`config.mk`:
```
export PLATFORM = sky130hd
export DESIGN_NAME = sha1_stream_hasher_core
export DESIGN_NICKNAME = d
export VERILOG_FILES = /design/src/rtl/core/sha1sh_pkg.sv /design/src/rtl/core/sha1sh_front.sv /design/src/rtl/core/sha1sh_queue.sv /design/src/rtl/core/sha1sh_back.sv /design/src/rtl/core/sha1_stream_hasher_core.sv
export SDC_FILE = /design/constraint.sdc
export NUM_CORES = 2
export LEC_CHECK = 0
export BUFFER_PORTS_ARGS = -buffer_cell sky130_fd_sc_hd__buf_4
export CAP_MARGIN = 20
export CORE_ASPECT_RATIO = 0.7
export CORE_MARGIN = 2
export CORE_UTILIZATION = 40
export CTS_CLUSTER_DIAMETER = 50
export DETAILED_ROUTE_END_ITERATION = 10
export PLACE_DENSITY = 0.56
export SKIP_LAST_GASP = 1
export SYNTH_ARGS = -nofsm -noshare
export SYNTH_HDL_FRONTEND = slang
export SYNTH_SLANG_ARGS = --single-unit
```
`constraint.sdc`:
```
create_clock -name clk -period 16.3 [get_ports clk]
set_clock_uncertainty 0.15 [all_clocks]
set_input_delay 0.815 -clock clk [delete_from_list [all_inputs] [get_ports clk]]
set_output_delay 0.815 -clock clk [all_outputs]
set_load 0.03 [all_outputs]
```
`src/rtl/core/sha1sh_pkg.sv`:
```
// shared types, constants and round functions for the sha-1 stream hasher
`default_nettype none

package sha1sh_pkg;

    localparam int CountWidth = 61;
    localparam int QueueDepth = 2;
    localparam int PtrWidth   = $clog2(QueueDepth);
    localparam int CntWidth   = $clog2(QueueDepth + 1);

    localparam logic [CountWidth-1:0] ByteLimit = '1;

    localparam logic [31:0] K0 = 32'h5A827999;
    localparam logic [31:0] K1 = 32'h6ED9EBA1;
    localparam logic [31:0] K2 = 32'h8F1BBCDC;
    localparam logic [31:0] K3 = 32'hCA62C1D6;

    localparam logic [31:0] InitVector [0:4] = '{
        32'h67452301, 32'hEFCDAB89, 32'h98BADCFE, 32'h10325476, 32'hC3D2E1F0
    };

    localparam logic [7:0] PadByte     = 8'h80;
    localparam logic [5:0] LengthStart = 6'd56;
    localparam logic [5:0] LastSlot    = 6'd63;
    localparam logic [6:0] LastRound   = 7'd79;
    localparam logic [2:0] LastWord    = 3'd4;

    typedef enum logic [2:0] {
        ST_IDLE,
        ST_PAD,
        ST_ZERO,
        ST_LEN,
        ST_ROUND,
        ST_ADD,
        ST_OUT
    } state_t;

    // one classified input word on its way to the compression side
    typedef struct packed {
        logic [7:0]            data;
        logic                  byte_ok;
        logic                  is_end;
        logic                  ovf;
        logic [CountWidth-1:0] count;
    } entry_t;

    function automatic logic [31:0] rotl(input logic [31:0] x, input int unsigned n);
        logic [63:0] dbl;
        dbl = {x, x} << n;
        return dbl[63:32];
    endfunction

    function automatic logic [31:0] round_f(input logic [6:0] t, input logic [31:0] b,
                                            input logic [31:0] c, input logic [31:0] d);
        logic [31:0] f;
        if (t < 7'd20)
        begin
            f = (b & c) | (~b & d);
        end
        else if (t < 7'd40)
        begin
            f = b ^ c ^ d;
        end
        else if (t < 7'd60)
        begin
            f = (b & c) | (b & d) | (c & d);
        end
        else
        begin
            f = b ^ c ^ d;
        end
        return f;
    endfunction

    function automatic logic [31:0] round_k(input logic [6:0] t);
        logic [31:0] k;
        if (t < 7'd20)
        begin
            k = K0;
        end
        else if (t < 7'd40)
        begin
            k = K1;
        end
        else if (t < 7'd60)
        begin
            k = K2;
        end
        else
        begin
            k = K3;
        end
        return k;
    endfunction

endpackage

`default_nettype wire

```
`src/rtl/core/sha1sh_front.sv`:
```
// input side: takes words, keeps the byte count and overflow flag, classifies
`default_nettype none

module sha1sh_front
    import sha1sh_pkg::*;
(
    input  wire logic   clk,
    input  wire logic   rst_n,
    input  wire logic   in_valid,
    output logic        in_ready,
    input  wire logic   [7:0] in_byte,
    input  wire logic   in_has_byte,
    input  wire logic   in_end,
    input  wire logic   q_full,
    output logic        push,
    output entry_t      push_entry
);

    logic [CountWidth-1:0] count_reg, count_next;
    logic                  ovf_reg, ovf_next;
    logic                  take;
    logic                  at_limit;
    logic                  kept;
    logic                  dropped;

    assign in_ready = !q_full;
    assign take     = in_valid && in_ready;
    assign at_limit = (count_reg == ByteLimit);
    assign kept     = in_has_byte && !at_limit;
    assign dropped  = in_has_byte && at_limit;

    always_comb
    begin
        push                = take && (in_has_byte || in_end);
        push_entry.data     = in_byte;
        push_entry.byte_ok  = kept;
        push_entry.is_end   = in_end;
        push_entry.ovf      = ovf_reg || dropped;
        push_entry.count    = count_reg + {{(CountWidth-1){1'b0}}, kept};
        count_next          = count_reg;
        ovf_next            = ovf_reg;
        if (take)
        begin
            if (in_end)
            begin
                count_next = '0;
                ovf_next   = 1'b0;
            end
            else
            begin
                count_next = push_entry.count;
                ovf_next   = push_entry.ovf;
            end
        end
    end

    always_ff @(posedge clk or negedge rst_n)
    begin
        if (!rst_n)
        begin
            count_reg <= '0;
            ovf_reg   <= 1'b0;
        end
        else
        begin
            count_reg <= count_next;
            ovf_reg   <= ovf_next;
        end
    end

endmodule

`default_nettype wire

```
`src/rtl/core/sha1sh_queue.sv`:
```
// short queue between the input side and the compression side
`default_nettype none

module sha1sh_queue
    import sha1sh_pkg::*;
(
    input  wire logic   clk,
    input  wire logic   rst_n,
    input  wire logic   push,
    input  wire entry_t push_entry,
    output logic        full,
    input  wire logic   pop,
    output logic        head_valid,
    output entry_t      head
);

    entry_t                slot_reg [QueueDepth];
    logic [PtrWidth-1:0]   wr_reg, wr_next;
    logic [PtrWidth-1:0]   rd_reg, rd_next;
    logic [CntWidth-1:0]   cnt_reg, cnt_next;

    assign full       = (cnt_reg == CntWidth'(QueueDepth));
    assign head_valid = (cnt_reg != '0);
    assign head       = slot_reg[rd_reg];

    always_comb
    begin
        wr_next  = wr_reg;
        rd_next  = rd_reg;
        cnt_next = cnt_reg;
        if (push)
        begin
            wr_next = (wr_reg == PtrWidth'(QueueDepth - 1)) ? '0 : wr_reg + 1'b1;
        end
        if (pop)
        begin
            rd_next = (rd_reg == PtrWidth'(QueueDepth - 1)) ? '0 : rd_reg + 1'b1;
        end
        if (push && !pop)
        begin
            cnt_next = cnt_reg + 1'b1;
        end
        else if (pop && !push)
        begin
            cnt_next = cnt_reg - 1'b1;
        end
    end

    always_ff @(posedge clk)
    begin
        if (push)
        begin
            slot_reg[wr_reg] <= push_entry;
        end
    end

    always_ff @(posedge clk or negedge rst_n)
    begin
        if (!rst_n)
        begin
            wr_reg  <= '0;
            rd_reg  <= '0;
            cnt_reg <= '0;
        end
        else
        begin
            wr_reg  <= wr_next;
            rd_reg  <= rd_next;
            cnt_reg <= cnt_next;
        end
    end

endmodule

`default_nettype wire

```
`src/rtl/core/sha1sh_back.sv`:
```
// compression side: block packing, padding, 80-round compression, digest output
`default_nettype none

module sha1sh_back
    import sha1sh_pkg::*;
(
    input  wire logic   clk,
    input  wire logic   rst_n,
    input  wire logic   head_valid,
    input  wire entry_t head,
    output logic        pop,
    output logic        out_valid,
    input  wire logic   out_ready,
    output logic [31:0] out_word,
    output logic [2:0]  out_number,
    output logic        out_last,
    output logic        out_flag
);

    state_t      state_reg, state_next;
    state_t      ret_reg, ret_next;
    logic [5:0]  fill_reg, fill_next;
    logic [6:0]  round_reg, round_next;
    logic [2:0]  widx_reg, widx_next;
    logic        ovf_reg, ovf_next;
    logic [63:0] len_reg, len_next;
    logic [31:0] blk_reg [16];
    logic [31:0] blk_next [16];
    logic [31:0] chain_reg [5];
    logic [31:0] chain_next [5];
    logic [31:0] a_reg, b_reg, c_reg, d_reg, e_reg;
    logic [31:0] a_next, b_next, c_next, d_next, e_next;
    logic        ov_reg, ov_next;
    logic [31:0] ow_reg, ow_next;
    logic [2:0]  on_reg, on_next;
    logic        ol_reg, ol_next;
    logic        of_reg, of_next;

    logic        feed_en;
    logic [7:0]  feed_byte;
    state_t      after;
    logic [31:0] wt;
    logic [31:0] tmp;

    assign out_valid  = ov_reg;
    assign out_word   = ow_reg;
    assign out_number = on_reg;
    assign out_last   = ol_reg;
    assign out_flag   = of_reg;

    always_comb
    begin
        state_next = state_reg;
        ret_next   = ret_reg;
        fill_next  = fill_reg;
        round_next = round_reg;
        widx_next  = widx_reg;
        ovf_next   = ovf_reg;
        len_next   = len_reg;
        blk_next   = blk_reg;
        chain_next = chain_reg;
        a_next     = a_reg;
        b_next     = b_reg;
        c_next     = c_reg;
        d_next     = d_reg;
        e_next     = e_reg;
        ov_next    = ov_reg && !out_ready;
        ow_next    = ow_reg;
        on_next    = on_reg;
        ol_next    = ol_reg;
        of_next    = of_reg;
        pop        = 1'b0;
        feed_en    = 1'b0;
        feed_byte  = '0;
        after      = state_reg;
        wt         = (round_reg < 7'd16) ? blk_reg[0]
                   : rotl(blk_reg[13] ^ blk_reg[8] ^ blk_reg[2] ^ blk_reg[0], 1);
        tmp        = rotl(a_reg, 5) + round_f(round_reg, b_reg, c_reg, d_reg)
                   + e_reg + round_k(round_reg) + wt;

        unique case (state_reg)
            ST_IDLE:
            begin
                if (head_valid)
                begin
                    pop       = 1'b1;
                    len_next  = {head.count, 3'b000};
                    ovf_next  = head.ovf;
                    feed_en   = head.byte_ok;
                    feed_byte = head.data;
                    after     = head.is_end ? ST_PAD : ST_IDLE;
                    state_next = after;
                end
            end
            ST_PAD:
            begin
                feed_en   = 1'b1;
                feed_byte = PadByte;
                after     = ST_ZERO;
            end
            ST_ZERO:
            begin
                if (fill_reg == LengthStart)
                begin
                    state_next = ST_LEN;
                end
                else
                begin
                    feed_en = 1'b1;
                    after   = ST_ZERO;
                end
            end
            ST_LEN:
            begin
                feed_en   = 1'b1;
                feed_byte = len_reg[63:56];
                len_next  = {len_reg[55:0], 8'h00};
                after     = (fill_reg == LastSlot) ? ST_OUT : ST_LEN;
            end
            ST_ROUND:
            begin
                for (int i = 0; i < 15; i++)
                begin
                    blk_next[i] = blk_reg[i+1];
                end
                blk_next[15] = wt;
                e_next       = d_reg;
                d_next       = c_reg;
                c_next       = rotl(b_reg, 30);
                b_next       = a_reg;
                a_next       = tmp;
                round_next   = round_reg + 1'b1;
                if (round_reg == LastRound)
                begin
                    state_next = ST_ADD;
                end
            end
            ST_ADD:
            begin
                chain_next[0] = chain_reg[0] + a_reg;
                chain_next[1] = chain_reg[1] + b_reg;
                chain_next[2] = chain_reg[2] + c_reg;
                chain_next[3] = chain_reg[3] + d_reg;
                chain_next[4] = chain_reg[4] + e_reg;
                state_next    = ret_reg;
            end
            ST_OUT:
            begin
                if (!ov_reg || out_ready)
                begin
                    ov_next   = 1'b1;
                    ow_next   = chain_reg[widx_reg];
                    on_next   = widx_reg;
                    ol_next   = (widx_reg == LastWord);
                    of_next   = ovf_reg;
                    widx_next = widx_reg + 1'b1;
                    if (widx_reg == LastWord)
                    begin
                        widx_next  = '0;
                        chain_next = InitVector;
                        state_next = ST_IDLE;
                    end
                end
            end
            default:
            begin
                state_next = ST_IDLE;
            end
        endcase

        // shift one byte into the block, start a compression when it fills
        if (feed_en)
        begin
            for (int i = 0; i < 15; i++)
            begin
                blk_next[i] = {blk_reg[i][23:0], blk_reg[i+1][31:24]};
            end
            blk_next[15] = {blk_reg[15][23:0], feed_byte};
            fill_next    = fill_reg + 1'b1;
            if (fill_reg == LastSlot)
            begin
                a_next     = chain_reg[0];
                b_next     = chain_reg[1];
                c_next     = chain_reg[2];
                d_next     = chain_reg[3];
                e_next     = chain_reg[4];
                round_next = '0;
                ret_next   = after;
                state_next = ST_ROUND;
            end
            else
            begin
                state_next = after;
            end
        end
    end

    always_ff @(posedge clk or negedge rst_n)
    begin
        if (!rst_n)
        begin
            state_reg <= ST_IDLE;
            ret_reg   <= ST_IDLE;
            fill_reg  <= '0;
            round_reg <= '0;
            widx_reg  <= '0;
            ovf_reg   <= 1'b0;
            chain_reg <= InitVector;
            ov_reg    <= 1'b0;
        end
        else
        begin
            state_reg <= state_next;
            ret_reg   <= ret_next;
            fill_reg  <= fill_next;
            round_reg <= round_next;
            widx_reg  <= widx_next;
            ovf_reg   <= ovf_next;
            chain_reg <= chain_next;
            ov_reg    <= ov_next;
        end
    end

    always_ff @(posedge clk)
    begin
        len_reg <= len_next;
        blk_reg <= blk_next;
        a_reg   <= a_next;
        b_reg   <= b_next;
        c_reg   <= c_next;
        d_reg   <= d_next;
        e_reg   <= e_next;
        ow_reg  <= ow_next;
        on_reg  <= on_next;
        ol_reg  <= ol_next;
        of_reg  <= of_next;
    end

    // compression only ever starts on a full block
    assert property (@(posedge clk) disable iff (!rst_n)
        state_reg == ST_ROUND |-> fill_reg == '0)
        else $error("compression running on a partial block");

    assert property (@(posedge clk) disable iff (!rst_n)
        state_reg == ST_LEN |-> fill_reg >= LengthStart)
        else $error("length bytes outside the last eight slots");

    assert property (@(posedge clk) disable iff (!rst_n)
        state_reg == ST_OUT |-> fill_reg == '0 && ret_reg == ST_OUT)
        else $error("digest output before final block was compressed");

    assert property (@(posedge clk) disable iff (!rst_n)
        state_reg == ST_ADD |-> $past(state_reg) == ST_ROUND && $past(round_reg) == LastRound)
        else $error("chain update without eighty rounds");

endmodule

`default_nettype wire

```
`src/rtl/core/sha1_stream_hasher_core.sv`:
```
// top level of the byte-serial sha-1 stream hasher
`default_nettype none

// Byte-serial SHA-1 hasher. Each input word may carry one message byte
// (tuser set) and may end the message (tlast); after the last word the five
// digest words H0..H4 come out on the master side, the fifth with tlast, each
// with tuser set if the message passed 2^61-1 bytes. The input side takes one
// word per cycle while its two-entry queue has room. The compression side
// packs the bytes into 64-byte blocks and takes no byte while it compresses a
// full block (80 rounds of one shared round unit, then the chain add). Ending
// a message feeds the pad byte, zero bytes and the length bytes up to the
// block boundary, steps through the zero state without a byte before the
// length bytes, runs one or two compressions, and loads the digest words
// into the output register as the sink takes them; the last word then waits
// for the sink while new words are already taken.
module sha1_stream_hasher_core
    import sha1sh_pkg::*;
(
    input  wire logic   clk,
    input  wire logic   rst_n,
    input  wire logic   s_axis_tvalid,
    output logic        s_axis_tready,
    input  wire logic   [7:0] s_axis_tdata,   // msg_byte
    input  wire logic   s_axis_tuser,         // has_byte
    input  wire logic   s_axis_tlast,         // end_of_message
    output logic        m_axis_tvalid,
    input  wire logic   m_axis_tready,
    output logic [39:0] m_axis_tdata,         // digest_word, word_number, zero fill
    output logic        m_axis_tuser,         // too_long
    output logic        m_axis_tlast          // last_word
);

    logic        q_full;
    logic        push;
    entry_t      push_entry;
    logic        pop;
    logic        head_valid;
    entry_t      head;
    logic [31:0] out_word;
    logic [2:0]  out_number;

    sha1sh_front u_front (
        .clk         (clk),
        .rst_n       (rst_n),
        .in_valid    (s_axis_tvalid),
        .in_ready    (s_axis_tready),
        .in_byte     (s_axis_tdata),
        .in_has_byte (s_axis_tuser),
        .in_end      (s_axis_tlast),
        .q_full      (q_full),
        .push        (push),
        .push_entry  (push_entry)
    );

    sha1sh_queue u_queue (
        .clk        (clk),
        .rst_n      (rst_n),
        .push       (push),
        .push_entry (push_entry),
        .full       (q_full),
        .pop        (pop),
        .head_valid (head_valid),
        .head       (head)
    );

    sha1sh_back u_back (
        .clk        (clk),
        .rst_n      (rst_n),
        .head_valid (head_valid),
        .head       (head),
        .pop        (pop),
        .out_valid  (m_axis_tvalid),
        .out_ready  (m_axis_tready),
        .out_word   (out_word),
        .out_number (out_number),
        .out_last   (m_axis_tlast),
        .out_flag   (m_axis_tuser)
    );

    assign m_axis_tdata = {5'b00000, out_number, out_word};

endmodule

`default_nettype wire

```
==> impl_metrics.toml <==
[run_status]
status = "finished, final reports clean"

[cts]
clock_sinks = 1164
cts_root_buffer = "clkbuf_16"
cts_setup_buffers = 0
cts_tree = "built"
clk_latency_ps = 800
htreeDepth = 4
clkTransAtPathRegs_ps = 60
clockBufferDepth = 3
cts_buffers = 137
ctsResizeCount = 0

[power_and_ir_drop]
p_seq_share_pct = 34.7
ir_drop_mv = 0.1754
internal_power_mw = 10.70
clockPowerShare_pct = 17.5
combPwrFrac_pct = 47.8
p_total_mw = 18.16
p_leak_nw = 27.47
pwr_density_cell_mw_per_mm2 = 260.0
p_switching_mw = 7.464
netSwitchingFraction_pct = 41.09

[global_route]
grt_max_degree = 173
grt-ovfl-total = 0
grt_pass1_vias = 40130
antenna_found_initial = 8
grt_usage_pct = 21.29
grt_pass1_wl_um = 259400

[yosys]
synth-edff-count = 754
synth-compound-area-share_pct = 11.41
yosysSeqAreaShare_pct = 51.40
synthMuxAreaShare_pct = 11.29
synth_area_mm2 = 0.06265
ys.flop_type = "edfxtp_1"
synth-seq-cells = 1164
syn_inst = 5500
synthSimpleGateAreaFrac_pct = 9.572
yosys_warnings = 0
synthAdderAreaFrac_pct = 8.496
async_flop_share_pct = 21.48
synth_xor_area_share_pct = 4.585
syn_avg_cell_area_um2 = 11.39
synth_top_family_by_area = "compound AO/OA/AOI/OAI gates"
synthDistinctLibCells = 88

[run]
maxCapViolCount = 0

[place]
dp.cells = 7426
place_area_mm2 = 0.06514
gp_congestion = 0.9151
dp_hpwl_um = 119300
io_buffers = 52

[die]
io_pins = 58
die_area_mm2 = 0.1599
die_h_um = 335.1
start_util_pct = 40.29
die_w_um = 477.0
row_count = 121
core_area_mm2 = 0.1555

[timing]
post-route-period-util_pct = 46.83
min_period_ps = 7633
rsz0062_at_grt = "false"
slew_violations = 0
tightest_slew_ps = 1270
hold_viol = 0
max_freq_mhz = 131.0
tns_ps = 0
finalSetupViolations = 0
relSlewSlack_pct = 15.34

[worst_setup_path]
worstPathMaxFanout = 35
end_kind = "flip-flop"
timing.setup.critical_path_class = "reg -> reg"
start_kind = "flip-flop"
arrival_ps = 8120
required_ps = 16790

[routing]
ant_nets = 0
remaining_drc_errors = 0
routedWlPerCell_um = 22.55
first_iter_violations = 3979
vias = 42620
detail_route.first_pass.iterations = 8
viasPerCell = 5.548
wl_um = 173300

[cells_and_area]
drive_gt1_share_pct = 17.36
largest_reg_flops = 512
finish.utilization_pct = 44.93
areaGrowthSynthToFinish_pct = 11.51
nets = 5841
final_cell_mix = "754 x edfxtp_1, 620 x nand2_1, 499 x mux2_2"
final_common_cell = "edfxtp_1"
stdcell_count = 7682
final_area_mm2 = 0.06986

[hold_path]
hp-class = "in -> reg"
## cells by family after synthesis
kind of cell,Yosys count
XOR/XNOR,328
multiplexers,604
AND/OR/NAND/NOR,1394
AO/OA/AOI/OAI,1136
flip-flops,1164
buffers and inverters,522
adder cells (fa/ha/maj),351
other,1
## layout make-up
| class | instances | area, um^2 |
|---|---|---|
| clock buffer | 176 | 3736 |
| timing repair buffer | 106 | 843.3 |
| clock inverter | 75 | 950.9 |
| fill | 14270 | 85620 |
| sequential | 1164 | 32210 |
| tap | 2091 | 2616 |
| multi-input combinational | 3818 | 28560 |
| inverter | 249 | 934.6 |
| antenna | 3 | 7.507 |
## what timing repair did
item                                   in CTS  in global routing
setup endpoints to repair                   0                  0
endpoints found under the hold margin      40                  0
hold buffers                                2                  0
## path summary, 6_finish.rpt
kind / start / to / slack [ps] / cells after the start
worst max-delay path: u_back.round_reg[4]$_DFF_PN0_ / u_back.a_reg[31]$_DFF_P_ / 8670 / 24
worst min-delay path: s_axis_tdata[6] / u_queue.slot_reg[1][70]$_DFFE_PP_ / 60 / 1
max in group asynchronous: rst_n / u_queue.rd_reg$_DFFE_PN0P_ / 13200 / 4
min in group asynchronous: rst_n / u_back.chain_reg[50]$_DFFE_PN0P_ / 450 / 2
worst min register to register: u_back.ovf_reg$_DFFE_PN0P_ / u_back.out_flag$_DFFE_PP_ / 300 / 0
worst max register to register: u_back.round_reg[4]$_DFF_PN0_ / u_back.a_reg[31]$_DFF_P_ / 8670 / 24
## cells in the mapped netlist (16+ instances only)
master    instances  area share, %
a211oi_1         28           0.34
a21o_1           81           0.97
a21oi_1         242            1.9
a22o_1           34           0.48
a31oi_1         156            1.6
and3_1           44           0.44
buf_1            26           0.16
buf_2            42           0.34
clkbuf_1        200            1.2
dfrtp_1         170            6.8
dfstp_2          80            3.4
dfxtp_1         160            5.1
edfxtp_1        754             36
fa_1            124            4.0
ha_1            227            4.5
inv_1           247            1.5
mux2_2          499            9.0
mux2i_1          70            1.1
mux4_2           32            1.2
nand2_1         626            3.8
nand2b_1         42           0.42
nand3_1          69           0.55
nand4_1          31           0.31
nor2_1          421            2.5
nor2b_1          48           0.48
nor3_1           46           0.37
o21a_1           31           0.37
o21ai_0         281            2.2
o21ai_1          72           0.58
o21bai_1         23           0.28
o31ai_1          32           0.38
o32ai_1          16           0.22
or3_1            21           0.21
xnor2_1         227            3.2
xor2_1          101            1.4
## stage by stage
stage / setup slack (ps) / hold slack, ps
2_1_floorplan: 2121 / 274.8
3_3_place_gp: 9023 / 306.5
3_5_place_dp: 8881 / 307.9
4_1_cts: 8866 / 3.496
5_1_grt: 8266 / 27.08
6_report: 8667 / 56.35
## per-layer routing
metal  GRT usage [%]  share of wire [%]
met1           33.83                 50
met4           5.890                2.3
met2           27.05                 38
met5               0              0.019
met3           6.518                9.4
## worst max-delay path: stages, from the launching register on
cell and delay [ps]:
dfrtp_1 480, a41oi_1 560, inv_1 200, nor2_1 550, inv_2 520, nand2_1 220, buf_4 370, o21ai_0 180
fa_1 530, inv_1 50, fa_1 480, inv_1 50, fa_1 470, inv_1 40, ha_1 360, a21o_1 190
a21o_1 180, a21oi_1 250, nor2_1 90, a2111oi_0 450, o21ai_1 290, o31a_1 320, a211oi_1 240, xnor2_1 150
o21ai_1 70
## power by group through the flow
stage | combinational (mW) | clock [mW] | sequential (mW)
6_report | 8.68 | 3.18 | 6.30
5_1_grt | 9.58 | 3.37 | 6.45
4_1_cts | 8.63 | 3.25 | 6.27
3_5_place_dp | 8.55 | 0 | 6.31
3_3_place_gp | 8.44 | 0 | 6.30
2_1_floorplan | 6.52 | 0 | 6.15
No activity file was read; power rests on OpenSTA's default activity.
